--- src/rtl/yfd_pkg.sv ---
// Package for the Y86-64 instruction fetch and decode unit.
// It holds the item types, status codes, opcode constants and decode helpers.
// It depends on nothing.
package yfd_pkg;

  // Consecutive halts that are still reported as shown.
  localparam int HALT_SHOW_LIMIT = 5;
  localparam int HALT_RUN_W      = $clog2(HALT_SHOW_LIMIT + 2);

  localparam logic [HALT_RUN_W-1:0] HALT_RUN_MAX = HALT_RUN_W'(HALT_SHOW_LIMIT + 1);
  localparam logic [HALT_RUN_W-1:0] HALT_RUN_LIM = HALT_RUN_W'(HALT_SHOW_LIMIT);

  typedef logic [2:0] status_t;
  localparam status_t ST_OK      = 3'd0;
  localparam status_t ST_BAD_OP  = 3'd1;
  localparam status_t ST_BAD_FUN = 3'd2;
  localparam status_t ST_MEM     = 3'd3;
  localparam status_t ST_END     = 3'd4;

  // Opcodes that the decoder treats specially.
  localparam logic [3:0] IC_HALT  = 4'h0;
  localparam logic [3:0] IC_CMOV  = 4'h2;
  localparam logic [3:0] IC_JXX   = 4'h7;
  localparam logic [3:0] IC_OPQ   = 4'h6;

  // Instruction lengths in bytes.
  localparam logic [3:0] LEN_NONE  = 4'd0;
  localparam logic [3:0] LEN_ONE   = 4'd1;
  localparam logic [3:0] LEN_REGS  = 4'd2;
  localparam logic [3:0] LEN_CONST = 4'd9;
  localparam logic [3:0] LEN_FULL  = 4'd10;
  localparam logic [3:0] CONST_BYTES = 4'd8;

  localparam logic [3:0] MAX_FUN = 4'd6;

  typedef struct packed {
    logic       cmd;
    logic [7:0] byte_value;
  } in_item_t;

  typedef struct packed {
    logic [63:0] instr_pc;
    logic [3:0]  op_code;
    logic [3:0]  func_code;
    logic        regs_valid;
    logic [3:0]  reg_a;
    logic [3:0]  reg_b;
    logic        const_valid;
    logic [63:0] const_value;
    logic [63:0] next_pc;
    status_t     status;
    logic        shown;
    logic [3:0]  bytes_read;
  } out_item_t;

  // Instruction length from icode; zero marks an invalid opcode.
  function automatic logic [3:0] len_of_icode(input logic [3:0] icode);
    logic [3:0] len;
    unique case (icode)
      4'h0, 4'h1, 4'h9:       len = LEN_ONE;
      4'h2, 4'h6, 4'hA, 4'hB: len = LEN_REGS;
      4'h3, 4'h4, 4'h5:       len = LEN_FULL;
      4'h7, 4'h8:             len = LEN_CONST;
      default:                len = LEN_NONE;
    endcase
    return len;
  endfunction

  // Conditional moves, ALU ops and jumps take function codes up to six.
  function automatic logic fun_ok(input logic [3:0] icode, input logic [3:0] ifun);
    logic ok;
    if (icode == IC_CMOV || icode == IC_OPQ || icode == IC_JXX) begin
      ok = (ifun <= MAX_FUN);
    end else begin
      ok = (ifun == 4'd0);
    end
    return ok;
  endfunction

  function automatic logic has_regs(input logic [3:0] len);
    return (len == LEN_REGS) || (len == LEN_FULL);
  endfunction

endpackage

--- src/rtl/yfd_if.sv ---
// Valid/ready channel interfaces for the fetch and decode unit.
// Depends on yfd_pkg for the item types.
interface yfd_in_if;
  import yfd_pkg::*;
  logic     valid;
  logic     ready;
  in_item_t data;
  modport source (output valid, output data, input ready);
  modport sink (input valid, input data, output ready);
endinterface

interface yfd_out_if;
  import yfd_pkg::*;
  logic      valid;
  logic      ready;
  out_item_t data;
  modport source (output valid, output data, input ready);
  modport sink (input valid, input data, output ready);
endinterface

--- src/rtl/y86_instruction_fetch_decode_unit.sv ---
// Y86-64 instruction fetch and decode: assembles instructions byte by byte.
// A result is registered into the output register as its last byte is accepted.
// Throughput: one byte per cycle while the output register can load; the fetch registers update at each accept.
// A result that waits in the output register holds off input until it is taken.
// Reset (synchronous, rst_n low) clears the PC to zero, the fetch state,
// the halt run and the stop flag; the output register comes up empty.
module y86_instruction_fetch_decode_unit (
  input  logic         clk,
  input  logic         rst_n,
  yfd_in_if.sink       in_ch,
  yfd_out_if.source    out_ch,
  input  logic         cfg_we,
  input  logic [63:0]  cfg_wdata
);
  import yfd_pkg::*;

  logic [63:0]           fetch_pc_r, fetch_pc_nxt;
  logic [3:0]            byte_index_r, byte_index_nxt;
  logic [3:0]            instr_length_r, instr_length_nxt;
  logic [7:0]            first_byte_r, first_byte_nxt;
  logic [7:0]            reg_byte_r, reg_byte_nxt;
  logic [63:0]           const_accum_r, const_accum_nxt;
  logic [HALT_RUN_W-1:0] halt_run_r, halt_run_nxt;
  logic                  stopped_r, stopped_nxt;

  logic      out_valid_r;
  out_item_t out_data_r;
  logic      res_valid;
  out_item_t res;
  logic      load_out;
  logic      accept;

  // The output register takes a new result whenever it is empty or being drained.
  assign load_out    = !out_valid_r || out_ch.ready;
  assign in_ch.ready = load_out;
  assign accept      = in_ch.valid && load_out;

  // Fetch state update and result formation for one accepted item.
  always_comb begin
    logic [3:0] cur_len;
    logic [7:0] cur_first;
    logic [3:0] dec_len;
    logic [2:0] sh;
    logic       done;
    logic       shown;

    fetch_pc_nxt     = fetch_pc_r;
    byte_index_nxt   = byte_index_r;
    instr_length_nxt = instr_length_r;
    first_byte_nxt   = first_byte_r;
    reg_byte_nxt     = reg_byte_r;
    const_accum_nxt  = const_accum_r;
    halt_run_nxt     = halt_run_r;
    stopped_nxt      = stopped_r;
    res_valid        = 1'b0;
    res              = '0;
    cur_len          = instr_length_r;
    cur_first        = first_byte_r;
    dec_len          = len_of_icode(in_ch.data.byte_value[7:4]);
    sh               = 3'(byte_index_r - (instr_length_r - CONST_BYTES));
    done             = 1'b0;
    shown            = 1'b1;

    if (accept && !stopped_r) begin
      if (in_ch.data.cmd) begin
        // End of memory: clean at a boundary, an error inside an instruction.
        res_valid    = 1'b1;
        res.instr_pc = fetch_pc_r;
        res.shown    = 1'b1;
        stopped_nxt  = 1'b1;
        if (byte_index_r == 4'd0) begin
          res.status = ST_END;
        end else begin
          res.status     = ST_MEM;
          res.op_code    = first_byte_r[7:4];
          res.func_code  = first_byte_r[3:0];
          res.bytes_read = byte_index_r;
        end
      end else if (byte_index_r == 4'd0) begin
        // First byte: decode and check opcode and function.
        first_byte_nxt = in_ch.data.byte_value;
        cur_first      = in_ch.data.byte_value;
        if (dec_len == LEN_NONE ||
            !fun_ok(in_ch.data.byte_value[7:4], in_ch.data.byte_value[3:0])) begin
          res_valid      = 1'b1;
          res.instr_pc   = fetch_pc_r;
          res.op_code    = in_ch.data.byte_value[7:4];
          res.func_code  = in_ch.data.byte_value[3:0];
          res.status     = (dec_len == LEN_NONE) ? ST_BAD_OP : ST_BAD_FUN;
          res.shown      = 1'b1;
          res.bytes_read = 4'd1;
          stopped_nxt    = 1'b1;
        end else begin
          instr_length_nxt = dec_len;
          cur_len          = dec_len;
          reg_byte_nxt     = '0;
          const_accum_nxt  = '0;
          byte_index_nxt   = 4'd1;
          done             = (dec_len == LEN_ONE);
        end
      end else begin
        // Later bytes: register specifier, then the little-endian constant.
        if (has_regs(instr_length_r) && byte_index_r == 4'd1) begin
          reg_byte_nxt = in_ch.data.byte_value;
        end else if (instr_length_r >= LEN_CONST &&
                     byte_index_r >= (instr_length_r - CONST_BYTES)) begin
          const_accum_nxt = const_accum_r |
                            ({56'd0, in_ch.data.byte_value} << {sh, 3'b000});
        end
        byte_index_nxt = byte_index_r + 4'd1;
        done           = (byte_index_nxt == instr_length_r);
      end

      // A completed instruction reports its fields and moves the PC on.
      if (done) begin
        if (cur_first[7:4] == IC_HALT) begin
          if (halt_run_r < HALT_RUN_MAX) begin
            halt_run_nxt = halt_run_r + HALT_RUN_W'(1);
          end
          shown = (halt_run_nxt <= HALT_RUN_LIM);
        end else begin
          halt_run_nxt = '0;
        end
        res_valid     = 1'b1;
        res.instr_pc  = fetch_pc_r;
        res.op_code   = cur_first[7:4];
        res.func_code = cur_first[3:0];
        if (has_regs(cur_len)) begin
          res.regs_valid = 1'b1;
          res.reg_a      = reg_byte_nxt[7:4];
          res.reg_b      = reg_byte_nxt[3:0];
        end
        if (cur_len >= LEN_CONST) begin
          res.const_valid = 1'b1;
          res.const_value = const_accum_nxt;
        end
        res.next_pc    = fetch_pc_r + {60'd0, cur_len};
        res.status     = ST_OK;
        res.shown      = shown;
        res.bytes_read = cur_len;
        fetch_pc_nxt   = fetch_pc_r + {60'd0, cur_len};
        byte_index_nxt = 4'd0;
      end
    end

    // A configuration write loads the program counter directly.
    if (cfg_we) begin
      fetch_pc_nxt = cfg_wdata;
    end
  end

  // Fetch state registers.
  always_ff @(posedge clk) begin
    if (!rst_n) begin
      fetch_pc_r     <= '0;
      byte_index_r   <= '0;
      instr_length_r <= '0;
      first_byte_r   <= '0;
      reg_byte_r     <= '0;
      const_accum_r  <= '0;
      halt_run_r     <= '0;
      stopped_r      <= 1'b0;
    end else begin
      fetch_pc_r     <= fetch_pc_nxt;
      byte_index_r   <= byte_index_nxt;
      instr_length_r <= instr_length_nxt;
      first_byte_r   <= first_byte_nxt;
      reg_byte_r     <= reg_byte_nxt;
      const_accum_r  <= const_accum_nxt;
      halt_run_r     <= halt_run_nxt;
      stopped_r      <= stopped_nxt;
    end
  end

  // Output register: valid is control, the item itself carries no reset.
  always_ff @(posedge clk) begin
    if (!rst_n) begin
      out_valid_r <= 1'b0;
    end else if (load_out) begin
      out_valid_r <= res_valid;
    end
  end

  always_ff @(posedge clk) begin
    if (load_out && res_valid) begin
      out_data_r <= res;
    end
  end

  assign out_ch.valid = out_valid_r;
  assign out_ch.data  = out_data_r;

endmodule

--- src/flat_wrapper.sv ---
// flat-port wrapper written by rule: the top's interface ports become plain ports
module y86_instruction_fetch_decode_unit_flat import yfd_pkg::*;
  (clk, rst_n, cfg_we, cfg_wdata, in_ch_valid, in_ch_data, in_ch_ready, out_ch_valid, out_ch_data, out_ch_ready);
  yfd_in_if in_ch_i ();
  yfd_out_if out_ch_i ();
  input  logic clk;
  input  logic rst_n;
  input  logic cfg_we;
  input  logic [63:0] cfg_wdata;
  input wire logic [$bits(in_ch_i.valid)-1:0] in_ch_valid;
  input wire logic [$bits(in_ch_i.data)-1:0] in_ch_data;
  output wire logic [$bits(in_ch_i.ready)-1:0] in_ch_ready;
  output wire logic [$bits(out_ch_i.valid)-1:0] out_ch_valid;
  output wire logic [$bits(out_ch_i.data)-1:0] out_ch_data;
  input wire logic [$bits(out_ch_i.ready)-1:0] out_ch_ready;
  assign in_ch_i.valid = in_ch_valid;
  assign in_ch_i.data = in_ch_data;
  assign in_ch_ready = in_ch_i.ready;
  assign out_ch_valid = out_ch_i.valid;
  assign out_ch_data = out_ch_i.data;
  assign out_ch_i.ready = out_ch_ready;
  y86_instruction_fetch_decode_unit u_core (.clk(clk), .rst_n(rst_n), .in_ch(in_ch_i), .out_ch(out_ch_i), .cfg_we(cfg_we), .cfg_wdata(cfg_wdata));
endmodule
--- config.mk ---
export PLATFORM = sky130hd
export DESIGN_NAME = y86_instruction_fetch_decode_unit_flat
export DESIGN_NICKNAME = d
export VERILOG_FILES = /design/src/rtl/yfd_pkg.sv /design/src/rtl/yfd_if.sv /design/src/rtl/y86_instruction_fetch_decode_unit.sv /design/src/flat_wrapper.sv
export SDC_FILE = /design/constraint.sdc
export NUM_CORES = 1
export LEC_CHECK = 0
export BUFFER_PORTS_ARGS = -buffer_cell sky130_fd_sc_hd__buf_2
export CAP_MARGIN = 20
export CORE_MARGIN = 1
export CORE_UTILIZATION = 50
export DETAILED_ROUTE_END_ITERATION = 8
export GPL_TIMING_DRIVEN = 0
export PLACE_DENSITY = 0.79
export SYNTH_ARGS = -nofsm -noshare
export SYNTH_HDL_FRONTEND = slang
export SYNTH_SLANG_ARGS = --single-unit
--- constraint.sdc ---
create_clock -name clk -period 10.6 [get_ports clk]
set_input_delay 1.06 -clock clk [delete_from_list [all_inputs] [get_ports clk]]
set_output_delay 1.06 -clock clk [all_outputs]
set_load 0.03 [all_outputs]
## After elaboration in Yosys (flattened, before gate mapping)

Memories as Yosys holds them, arrays and structs flattened.
Cells that the tools add are included.

- Bits in registers: 375
- Memory bits (read-only): 48
- Bits of input ports: 78
- Output and inout port bits: 220
- Word-level logic and storage cells: 135
- Memories kept: 1

- Add/subtract/negate cells: 5
- $lt $le $gt $ge: 6
- Equality and inequality tests: 12
- Shift operators: 1
- Mux-type cells: 58
- Bitwise operators: 2
- Reductions and logical operators: 29

Memory list:

| name | words | bits a word | read ports | clocked after memory_dff | wr ports | RTL line | RTL |
|---|---|---|---|---|---|---|---|
| (name not given) | 16 | 3 | 1 | 0 | 0 | yfd_pkg.sv:59 | `unique case (icode)` |

Operator list:

| cell | number |
|---|---|
| $mux 64 | 8 |
| $mux 218 | 1 |
| $mux 72 | 3 |
| $mux 8 | 11 |
| $mux 65 | 1 |
| $add 64x4->64 | 1 |
| $or 64x64->64 | 1 |
| $shl 8x6->64 | 1 |
| $mux 4 | 9 |
| $mux 3 | 6 |
| $mux 1 | 17 |
| $logic_not 4->1 | 4 |
| $eq 4x2->1 const B | 3 |
| $reduce_and 3->1 | 4 |
| $mux 9 | 1 |
| $eq 4x1->1 const B | 2 |
| $eq 4x3->1 const B | 2 |
| $eq 4x4->1 const B | 2 |
| $ge 4x4->1 const B | 2 |
| $reduce_bool 2->1 | 4 |
| $logic_or 1x1->1 | 6 |
| $logic_and 1x1->1 | 5 |
| $add 4x1->4 const B | 1 |
| $eq 4x4->1 | 1 |
| 14 further kinds | 17 |

## Depth between registers and ports, before layout

Gate-level depths: netlist (run 1).

- Word-level depth: 18
- Mapped depth: 18
- Depth with buffers taken out: 16

## Least setup slack after synthesis (run 1)

No wires, ideal clock.

- Path kind: input to register
- Start: input port in_ch_data[7]
- End: register u_core.out_data_r (netlist bit u_core.out_ch.data[210]), data pin
- Setup time: 0.179 ns
- Data arrival time: 8.620 ns
- Required time: 10.421 ns
- Path slack: 1.801 ns
- Stages: 8
- Buffers on the path: 2
- Path through: buf_2 -> nand2b_1 -> a2111oi_4 -> o21ai_0 -> o21ai_0 -> a21oi_1 -> clkbuf_1 -> and2_1

- Word-level cells in the longest chain between the ends: 14
- Elaborated cells on any way between the ends: 22
- Those cells by class: 4 x eq/ne; 12 x mux; 5 x reduce/logical; 1 x memory

Ends and longest elaborated chain:

| what | RTL line | RTL |
|---|---|---|
| from (decl) | flat_wrapper.sv:11 | `input wire logic [$bits(in_ch_i.data)-1:0] in_ch_data;` |
| $eq 4x2->1 or $eq 4x3->1 (tied branches) | yfd_pkg.sv:72 | `if (icode == IC_CMOV \|\| icode == IC_OPQ \|\| icode == IC_JXX) begin` |
| $logic_or 1x1->1 (2 in series) | yfd_pkg.sv:72 |  |
| $mux 1 | yfd_pkg.sv:72 |  |
| $mux 1 | y86_instruction_fetch_decode_unit.sv:79 | `end else if (byte_index_r == 4'd0) begin` |
| $mux 1 | y86_instruction_fetch_decode_unit.sv:65 | `if (in_ch.data.cmd) begin` |
| $mux 1 | y86_instruction_fetch_decode_unit.sv:64 | `if (accept && !stopped_r) begin` |
| $logic_not 1->1 | y86_instruction_fetch_decode_unit.sv:84 | `!fun_ok(in_ch.data.byte_value[7:4], in_ch.data.byte_value[3:0])) begin` |
| $logic_or 1x1->1 | y86_instruction_fetch_decode_unit.sv:83 | `if (dec_len == LEN_NONE \|\|` |
| $mux 1 | y86_instruction_fetch_decode_unit.sv:83 |  |
| $mux 1 | y86_instruction_fetch_decode_unit.sv:79 |  |
| $mux 1 | y86_instruction_fetch_decode_unit.sv:65 |  |
| $mux 1 | y86_instruction_fetch_decode_unit.sv:64 |  |
| $mux 218 (*) | y86_instruction_fetch_decode_unit.sv:115 | `if (done) begin` |
| to (signal assigned) | y86_instruction_fetch_decode_unit.sv:186 | `out_data_r <= res;` |
| to (decl) | y86_instruction_fetch_decode_unit.sv:27 | `out_item_t out_data_r;` |

Mark *: on every way between the ends. The rest lies on a longest branch, timed or not. The select of a mux whose other input is x is not followed.
A chain may end at the register's enable or synchronous reset.

## Final worst setup path (run 1)

- Start: input port in_ch_data[8]
- End: register u_core.out_data_r (netlist bit u_core.out_ch.data[65]), data pin

- Word-level cells in the longest chain between the ends: 3
- Elaborated cells on any way between the ends: 6
- Those cells by class: 1 x add/sub; 4 x mux; 1 x reduce/logical

Ends and longest elaborated chain:

| what | RTL line |
|---|---|
| $mux 4 or $mux 1 (tied branches) | y86_instruction_fetch_decode_unit.sv:65 |
| $mux 4 or $mux 1 (tied branches) | y86_instruction_fetch_decode_unit.sv:64 |
| $add 64x4->64 or $reduce_and 2->1 (tied branches) | - |

Several ways; a longest one is shown, not always the timed one. The select of a mux whose other input is x is not followed.

==> reports/summary.md, run 1 <==
The initial core utilization is 0.5130. The tightest min-delay check is of the reg2reg type. The tools report the end of the worst register-to-register path as u_core.out_ch.data[65]$_SDFFCE_PN0P_. Synthesis inferred 375 register bits.

The tools report the number of setup violations in the final report as 0. Among all flip-flop cells after synthesis, the most frequent one is edfxtp_1. Once detail routing completed, the nets flagged for antenna violations numbered 0.

The part of the power in the clock network was 0.405; the number of antenna violations at the first check in global routing was 3. Across the run, the number of max-cap violations was 0. The top cell types in the final layout, fill and taps aside, are 309 x buf_2, 247 x nor2_1, 218 x edfxtp_1, 157 x dfxtp_1, 113 x clkbuf_1.

The later pin in the worst-skew pair is clocked with a latency of 0.55 ns. The worst hold slack was 0.4683 ns; the post-route clock period utilization was 0.5310. Family of cells with the greatest summed delay on the critical path: compound AO/OA/AOI/OAI gates. The depth of the worst hold-timing path is 1. Yosys printed 0 warnings.

Entering global routing, the biggest net connects 62 pins. The all-layer global routing usage came out at 0.2983. The tools report the highest clock frequency the design can meet as 177.7 MHz. The tools report the part of the total power dissipated in combinational logic as 0.113. Setup slack closes at 4.971 ns.

After technology mapping, the gate count stands at 1694. The critical path goes through buf_2, clkbuf_1, or4b_1, a21oi_1, o21ai_1, a22oi_1, inv_1, ha_1, nand3_1, a21oi_1, nand3_1, clkbuf_1, nor4_1, xnor2_1, nor2_1. The largest total area in the synthesized netlist belongs to edfxtp_1. Data arrives at the worst endpoint at 5.92 ns.

The placed instances occupy a cell area of 19450 µm². Timing analysis after detailed placement gives a worst setup slack of 4.617 ns. The worst setup path is launched from an input pin. Setup total negative slack on the finished layout was measured at 0 ns. Power spread over the standard cell area amounts to 166.4 nW/µm². After detailed routing, the number of vias per cell comes to 6.045. When the netlist entered floorplanning its net count stood at 1788. The number of cell instances on the worst register-to-register path was 15.

The tools report the final-report hold violation count as 0. Setup repair after global routing left no endpoint under its margin. The count of port buffers added during placement came out at 294.

From left edge to right edge, the die measures 188.2 µm. In this design, the stage delay of the slowest critical-path cell is 0.91 ns. The logs give 15230 for the via count of the routed design and 0 for the number of hold-repair buffers added at the cts stage.

Summed over all nets, the half-perimeter wirelength after detailed placement is 39140 µm. The die covers 35410 µm². Count of unique library cells instantiated by Yosys: 70. Kind of capture point of the worst setup path: a flop.

The critical path contains buffers and inverters numbering 4 combined. The average instance in the mapped netlist occupies 10.23 µm². The worst hold path terminates at u_core.const_accum_r[62]$_SDFFE_PN0P_.

The first global-routing pass estimated 81810 µm of wire. The switching share of power was 0.2657. The worst setup path is of the in2reg kind. The share of Yosys cell area claimed by the top area cell type was 0.3777; the normalized max-slew margin was 0.2375. Number of global-route vias before repair: 14350. The mean routed wirelength per cell works out to 21.32 µm.

The combined area of the multi-input logic cells was 7027 µm²; the total of cells resized after clock tree synthesis was 0. Clock tree synthesis inserted a total of 39 buffers. The placer congestion estimate came out at 0.9525.

The total overflow left after global routing is 0. For the sequential element share of the synthesized area, the log shows 0.5591. IR analysis of the VDD net gives a maximum drop of 115.0 µV. For the critical path data required time, the log shows 10.89 ns. The die span in y is 188.2 µm. The run finished with clean final reports. The cell area after layout was 20780 µm².

Part of the power in registers: 0.482. The core area is 33780 µm². TritonCTS built the clock tree. The library cell used most frequently in the layout, excluding fill and tap cells, is buf_2. The mapped netlist covers 17330 µm². The number of clock sinks seen by CTS came out at 375.

Along the worst path, the maximum fanout reaches 10. The shortest clock period the worst path allows after layout is 5.629 ns, and the total DRC errors in the routed layout is 0. The first-iteration detailed-routing DRC count was 1807; the worst-case register-to-register setup slack was 5.15 ns. In this run the count of I/O pins placed on the die edge is 298.

The sequential standard cell area came out at 9689 µm². No sink is reached through more buffers than the 3 on the longest clock path. The net count of the finished layout is 2130.

Clock-pin slew was measured on the worst setup and hold paths at 0.06 ns. The startpoint of the lowest-slack register-to-register path is u_core.byte_index_r[1]$_SDFFE_PN0P_. The first detailed-routing pass ran for 6 iterations. Actual slew at the worst max-slew pin: 1.144 ns. The initialized floorplan defines 67 standard-cell rows. The run gives 2.538 mW as the internal power summed over all cells.

The filler cell count was 2768. For this design the static power due to leakage is 7.371 nW. Between clock sinks in the finished design, the worst skew comes to 0.02888 ns. The tools report the startpoint of the tightest hold check path as u_core.const_accum_r[62]$_SDFFE_PN0P_. The number of enable-type register cells in the synthesized netlist works out to 218. The switching power was 918.4 µW. Overall power consumption after layout is estimated at 3.457 mW.

The tools report the buffer count from post-CTS setup fixing as 0. From synthesis to final layout, the design area changed by 19.90%. Number of pins with negative max-slew slack in the final report: 0. Fraction of layout cells with a size suffix above 1: 0.1925.

The share of async-settable or async-resettable flops after synthesis works out to 0. The H-tree generated during clock tree synthesis spans 2 levels. In this run the clock root is driven by a clkbuf_16. After synthesis, the cell types taking the most area are edfxtp_1 38%, dfxtp_1 18%, nor2_1 5.3%. The worst-path cell with the longest stage delay is a21oi_1. First element of the critical path: in_ch_data[8]. Wire length after detailed routing: 53730 µm.
## logic make-up after synthesis
kind of cell               Yosys count  share of synthesized area
DFF                                375                     0.5591
adders and majority gates           16                    0.01242
and+or+nand+nor                    664                     0.1912
buffers and inverters              157                    0.03545
xor gates and xnor gates            65                    0.03285
muxes                                9                   0.005198
AOI/OAI and AO/OA                  408                     0.1638
## synth_stat cells (all sizes together) (3+ instances only)
library cell and count:
a2111oi 3, a211oi 15, a21boi 15, a21o 8
a21oi 46, a22o 8, a22oi 47, a311oi 3
a31oi 22, a32oi 39, and2 77, and3 8
and4 11, buf 27, clkbuf 105, dfxtp 157
edfxtp 218, ha 14, inv 25, mux2i 9
nand2 89, nand2b 15, nand3 61, nand3b 3
nand4 23, nor2 247, nor2b 16, nor3 40
nor3b 3, nor4 21, o2111ai 5, o211ai 12
o21a 72, o21ai 84, o22ai 8, o311a 3
o31ai 8, or2 6, or3 25, or4 15
xnor2 39, xor2 26
## power by group through the flow
stage	clock, mW	combinational (mW)	sequential [mW]
detailed placement	0	0.386	1.70
global placement	0	0.373	1.72
CTS	1.41	0.387	1.66
finish	1.40	0.391	1.67
floorplan	0	0.135	1.82
global route	1.46	0.413	1.67
## per-stage QoR
step | std cells | utilization
after global routing | 2517 | 0.6148
after CTS | 2512 | 0.6142
after floorplan | 1694 | -
final | 2520 | 0.6151
after detailed placement | 2440 | 0.5758
after global placement | 2436 | 0.5731
## routing by layer
layer	global-route usage	share of wire	vias to the layer above
met4	0.1620	0.051	2
met5	0	0.00015	-
met1	0.3856	0.39	7223
li1	-	-	6898
met3	0.04563	0.096	200
met2	0.4823	0.47	911
## how the worst max path moves through the flow
stage | cells after the start | slack (ns) | end
final | 15 | 4.97 | u_core.out_ch.data[65]$_SDFFCE_PN0P_
after CTS | 15 | 5.18 | u_core.out_ch.data[65]$_SDFFCE_PN0P_
after floorplan | 8 | 1.80 | u_core.out_ch.data[210]$_SDFFCE_PN0P_
after global routing | 15 | 4.77 | u_core.out_ch.data[65]$_SDFFCE_PN0P_
after detailed placement | 15 | 4.62 | u_core.out_ch.data[65]$_SDFFCE_PN0P_
after global placement | 8 | -0.91 | u_core.out_ch.data[217]$_SDFFCE_PN0P_
## state kept, by name, summed over array words and instances, names as in the netlist
signal / count
u_core.out_ch.data: 218
u_core.const_accum_r: 64
u_core.halt_run_r: 3
u_core.out_ch.valid: 1
u_core.reg_byte_r: 8
u_core.fetch_pc_r: 64
u_core.first_byte_r: 8
u_core.instr_length_r: 4
u_core.byte_index_r: 4
u_core.stopped_r: 1
## area by class of cell
class                           count  share of cell area
Clock buffer                       51             0.05112
Tap cell                          448             0.02698
Antenna cell                        5           0.0006022
Sequential cell                   375              0.4663
Inverter                           25            0.004516
Timing Repair Buffer              301             0.07587
Buffer                            132             0.02523
Clock inverter                     21             0.01120
Multi-Input combinational cell   1162              0.3382
Note: power is estimated with default switching activity, not from simulation.
==> run 2: changes to the inputs <==
- ABC_AREA: default -> 1
- PLACE_DENSITY: 0.79 -> 0.82
- clock period: 10.6 -> 4.9 ns (I/O delays scaled with it)
==> reports/summary.md, run 2 <==
For the critical path data required time, the log shows 5.23 ns (-5.66 ns). The tightest min-delay check is of the in2reg type. The number of flip-flops under the largest register name is 218 (unchanged). The tools report the kind of start point of the critical path as a flop. After synthesis, the most frequently instantiated cells are 700 x nand2_1, 326 x nor2_1, 240 x inv_1. For the wire length of the first global-routing pass, the log shows 98640 µm (+21%). The worst-case register-to-register setup slack is 0.42 ns (-4.73 ns), and the number of clock sinks seen by CTS is 375 (unchanged).

The utilization after layout was 0.6089 (-0.006148). The count of port buffers added during placement is 296 (+0.68%). The die span in y was 196.7 µm (+4.5%); the compound-gate portion of the synthesized area was 0.1126 (-0.05121). Kind of capture point of the worst setup path: a flop. The final-report hold violation count was 0 (unchanged); the actual slew at the worst max-slew pin was 0.9211 ns (-0.2227 ns). The tools report the HPWL after detailed placement as 50860 µm (+30%). The per-instance average area after synthesis is 7.961 µm² (-22%). The main combinational cell family by area after synthesis is simple AND/OR/NAND/NOR gates.

The number of setup violations in the final report was 0 (unchanged). The worst hold slack was 0.2343 ns (-0.2340 ns); the total CTS buffers was 40 (+2.6%). The initial core utilization is 0.5129 (about the same), and the post-route clock period utilization is 0.9152. The share of async-settable or async-resettable flops after synthesis is 0 (unchanged). The largest net degree at the start of global routing came out at 50 (-19%). The row count came out at 70 (+4.5%). The run gives 0 (unchanged) as the count of max-cap constraint violations.

Relative to the synthesized area, the layout overhead comes to 18.73%. The area share of xor/xnor cells in the synthesized design was 0.01063 (-0.02222); the filler cell count was 3290 (+19%). The clock insertion delay at the later pin of the skew report was 0.58 ns (+0.03 ns); the all-layer global routing usage was 0.3380 (+0.03976).

The tools report the number of pins with negative max-slew slack in the final report as 0 (unchanged). Setup repair after global routing left no endpoint under its margin. For the wire length after detailed routing, the log shows 65530 µm (+22%).

The worst supply voltage drop on vdd is 282.9 µV (+150%). The arrival time at the worst endpoint is 4.81 ns (-1.11 ns), and the power per standard cell area is 347.1 nW/µm² (+110%). The maximum buffer depth of the clock tree was 3 (unchanged); the number of warnings issued by yosys was 0 (unchanged). The mean routed wirelength per cell is 20.10 µm (-5.7%). Normalized max-slew margin: 0.3860 (+0.1485). Ranked by total cell area, the synthesized netlist is headed by edfxtp_1 35%, dfxtp_1 17%, nand2_1 14%.

By instance count, the leading cell after synthesis is nand2_1. The number of global-route vias before repair came out at 17220 (+20%). The tools report the setup clock skew after layout as 0.01470 ns (-0.01418 ns). The number of storage elements in the synthesis netlist is 375 (unchanged).

TritonCTS built the clock tree. The sum of overflow across all layers after global routing is 0 (unchanged), and the number of hold-repair buffers added at the cts stage is 0 (unchanged). The maximum level of the CTS H-tree is 2 (unchanged). For the sequential standard cell area, the log shows 9692 µm² (about the same).

The leading area contributor after synthesis is edfxtp_1. The leading cell type in the layout, fill and taps excluded is nand2_1. For the final layout net count, the log shows 2818 (+32%). The adder-cell share of the synthesized area was 0.01135 (-0.001065); the fraction of layout cells with a size suffix above 1 was 0.1739 (-0.01868).

The count of unique library cells instantiated by Yosys is 45 (-36%), and the shortest clock period the worst path allows after layout is 4.485 ns. Core area: 36960 µm² (+9.4%). The first-iteration detailed-routing DRC count came out at 1848 (+2.3%). The via density per instance works out to 5.533 (-8.5%). The largest driver fanout on the critical path works out to 10 (unchanged). The total DRC errors in the routed layout came out at 0 (unchanged). The run finished with clean final reports. The number of nets produced by synthesis is 2475 (+38%), and the horizontal extent of the die is 196.7 µm (+4.5%).

The logs give 298 (unchanged) for the boundary pin count and 1 (-2) for the number of antenna violations at the first check in global routing. Number of standard cells after synthesis: 2381 (+41%). The placer congestion estimate is 1.017 (+6.7%), and the sequential element share of the synthesized area is 0.5112 (-0.04794). The tools report the area of the mapped netlist as 18960 µm² (+9.4%). Based on the critical path, the design can be clocked at up to 223.0 MHz.

The remaining antenna violation count came out at 0 (unchanged). The share of Yosys cell area claimed by the top area cell type was 0.3453 (-0.03239). The tools report the number of detailed-route iterations in the first pass as 7 (+1). The start-to-end type of the worst setup path was reg2reg. In the layout the commonest cells are 697 x nand2_1, 324 x nor2_1, 318 x buf_2, 239 x inv_1, 218 x edfxtp_1. The run gives 7833 µm² (+11%) as the combined area of the multi-input logic cells. The multiplexer share of the synthesized area is 0 (-0.005198). Share of synthesized cell area in and, or, nand and nor gates: 0.2775 (+0.08631).

The number of enable-type register cells in the synthesized netlist is 218 (unchanged). For this run, the leading register cell type out of synthesis is edfxtp_1. The clock-pin slew on the worst setup and hold paths is 0.07 ns (about the same), and the leakage power summed over all cells is 9.292 nW (+26%).

The via count of the routed design came out at 18040 (+18%). The area of the die was 38690 µm² (+9.3%). The tree is rooted in a clkbuf_16.
-- run 2: timing repair --
action	4_1_cts	5_1_grt
setup buffers	0	0
setup endpoints to repair	0	5
resized for setup	0	3
-- run 2: through the flow --
stage	TNS, ns	instance area [µm²]	power [mW]	cells	setup slack, ns
4_1_cts	0	22490	7.816	3259	0.2200
5_1_grt	0	22500	8.055	3259	0.09075
3_3_place_gp	-425.26	21120	4.864	3181	-1.975
6_report	0	22510	7.812	3260	0.4154
3_5_place_dp	0	21220	4.879	3186	0.2183
2_1_floorplan	-69.84	19010	4.504	2381	-0.3203
-- run 2: layout make-up --
type | count | share of cell area
flip-flops and latches | 375 | 0.4306
multi-input cells | 1652 | 0.3480
repair buffers | 301 | 0.07027
clock buffers | 49 | 0.04781
inverters | 251 | 0.04209
well taps | 504 | 0.02802
plain buffers | 103 | 0.02424
clock inverters | 24 | 0.008784
diodes | 1 | 0.0001112
-- run 2: path summary, 6_finish.rpt --
path / from / cells after the start / end
setup / recovery: u_core.byte_index_r[0]$_SDFFE_PN0P_ / 23 / u_core.out_ch.data[64]$_SDFFCE_PN0P_
hold / removal: cfg_wdata[51] / 5 / u_core.fetch_pc_r[51]$_SDFFE_PN0P_
setup reg to reg: u_core.byte_index_r[0]$_SDFFE_PN0P_ / 23 / u_core.out_ch.data[64]$_SDFFCE_PN0P_
hold reg to reg: u_core.stopped_r$_SDFFE_PN0P_ / 2 / u_core.stopped_r$_SDFFE_PN0P_
-- run 2: cells by family (layout without fill, tap and decap cells) --
group	count (synthesis)	after routing
DFF	375	375
other	0	1
and+or+nand+nor	1231	1231
adders and majority gates	16	16
xor gates and xnor gates	23	23
AOI/OAI and AO/OA	382	382
buffers and inverters	354	728
-- run 2: critical path: stages, from the launching register on --
cell     delay, ns
dfxtp_2       0.37
inv_1         0.14
ha_1          0.21
nand2_4       0.12
nor2_8        0.20
nand2_4       0.09
nor2_8        0.16
o21ai_2       0.09
inv_2         0.10
ha_1          0.29
inv_1         0.09
fa_1          0.45
inv_1         0.14
nand3_1       0.09
nand2_1       0.29
nand3_2       0.33
nor2_2        0.30
nand2_1       0.10
nor2_1        0.11
nand2_1       0.10
nor2_1        0.23
nand3_1       0.10
nand2_1       0.07
nor2_1        0.05
-- run 2: routing by layer --
layer	vias to the layer above	wire length, µm	global-route usage
met1	8474	26770	0.4470
met5	-	0	0
met4	0	2773	0.1444
met2	1010	30200	0.5469
li1	8406	-	-
met3	147	5782	0.05972
-- run 2: where the power goes --
group	switching, mW	leakage, nW	total [mW]	internal, mW
logic	0.845	5.23	1.15	0.304
registers	0.113	3.45	3.69	3.58
clock network	1.33	0.612	2.98	1.64
total	2.29	9.29	7.81	5.52
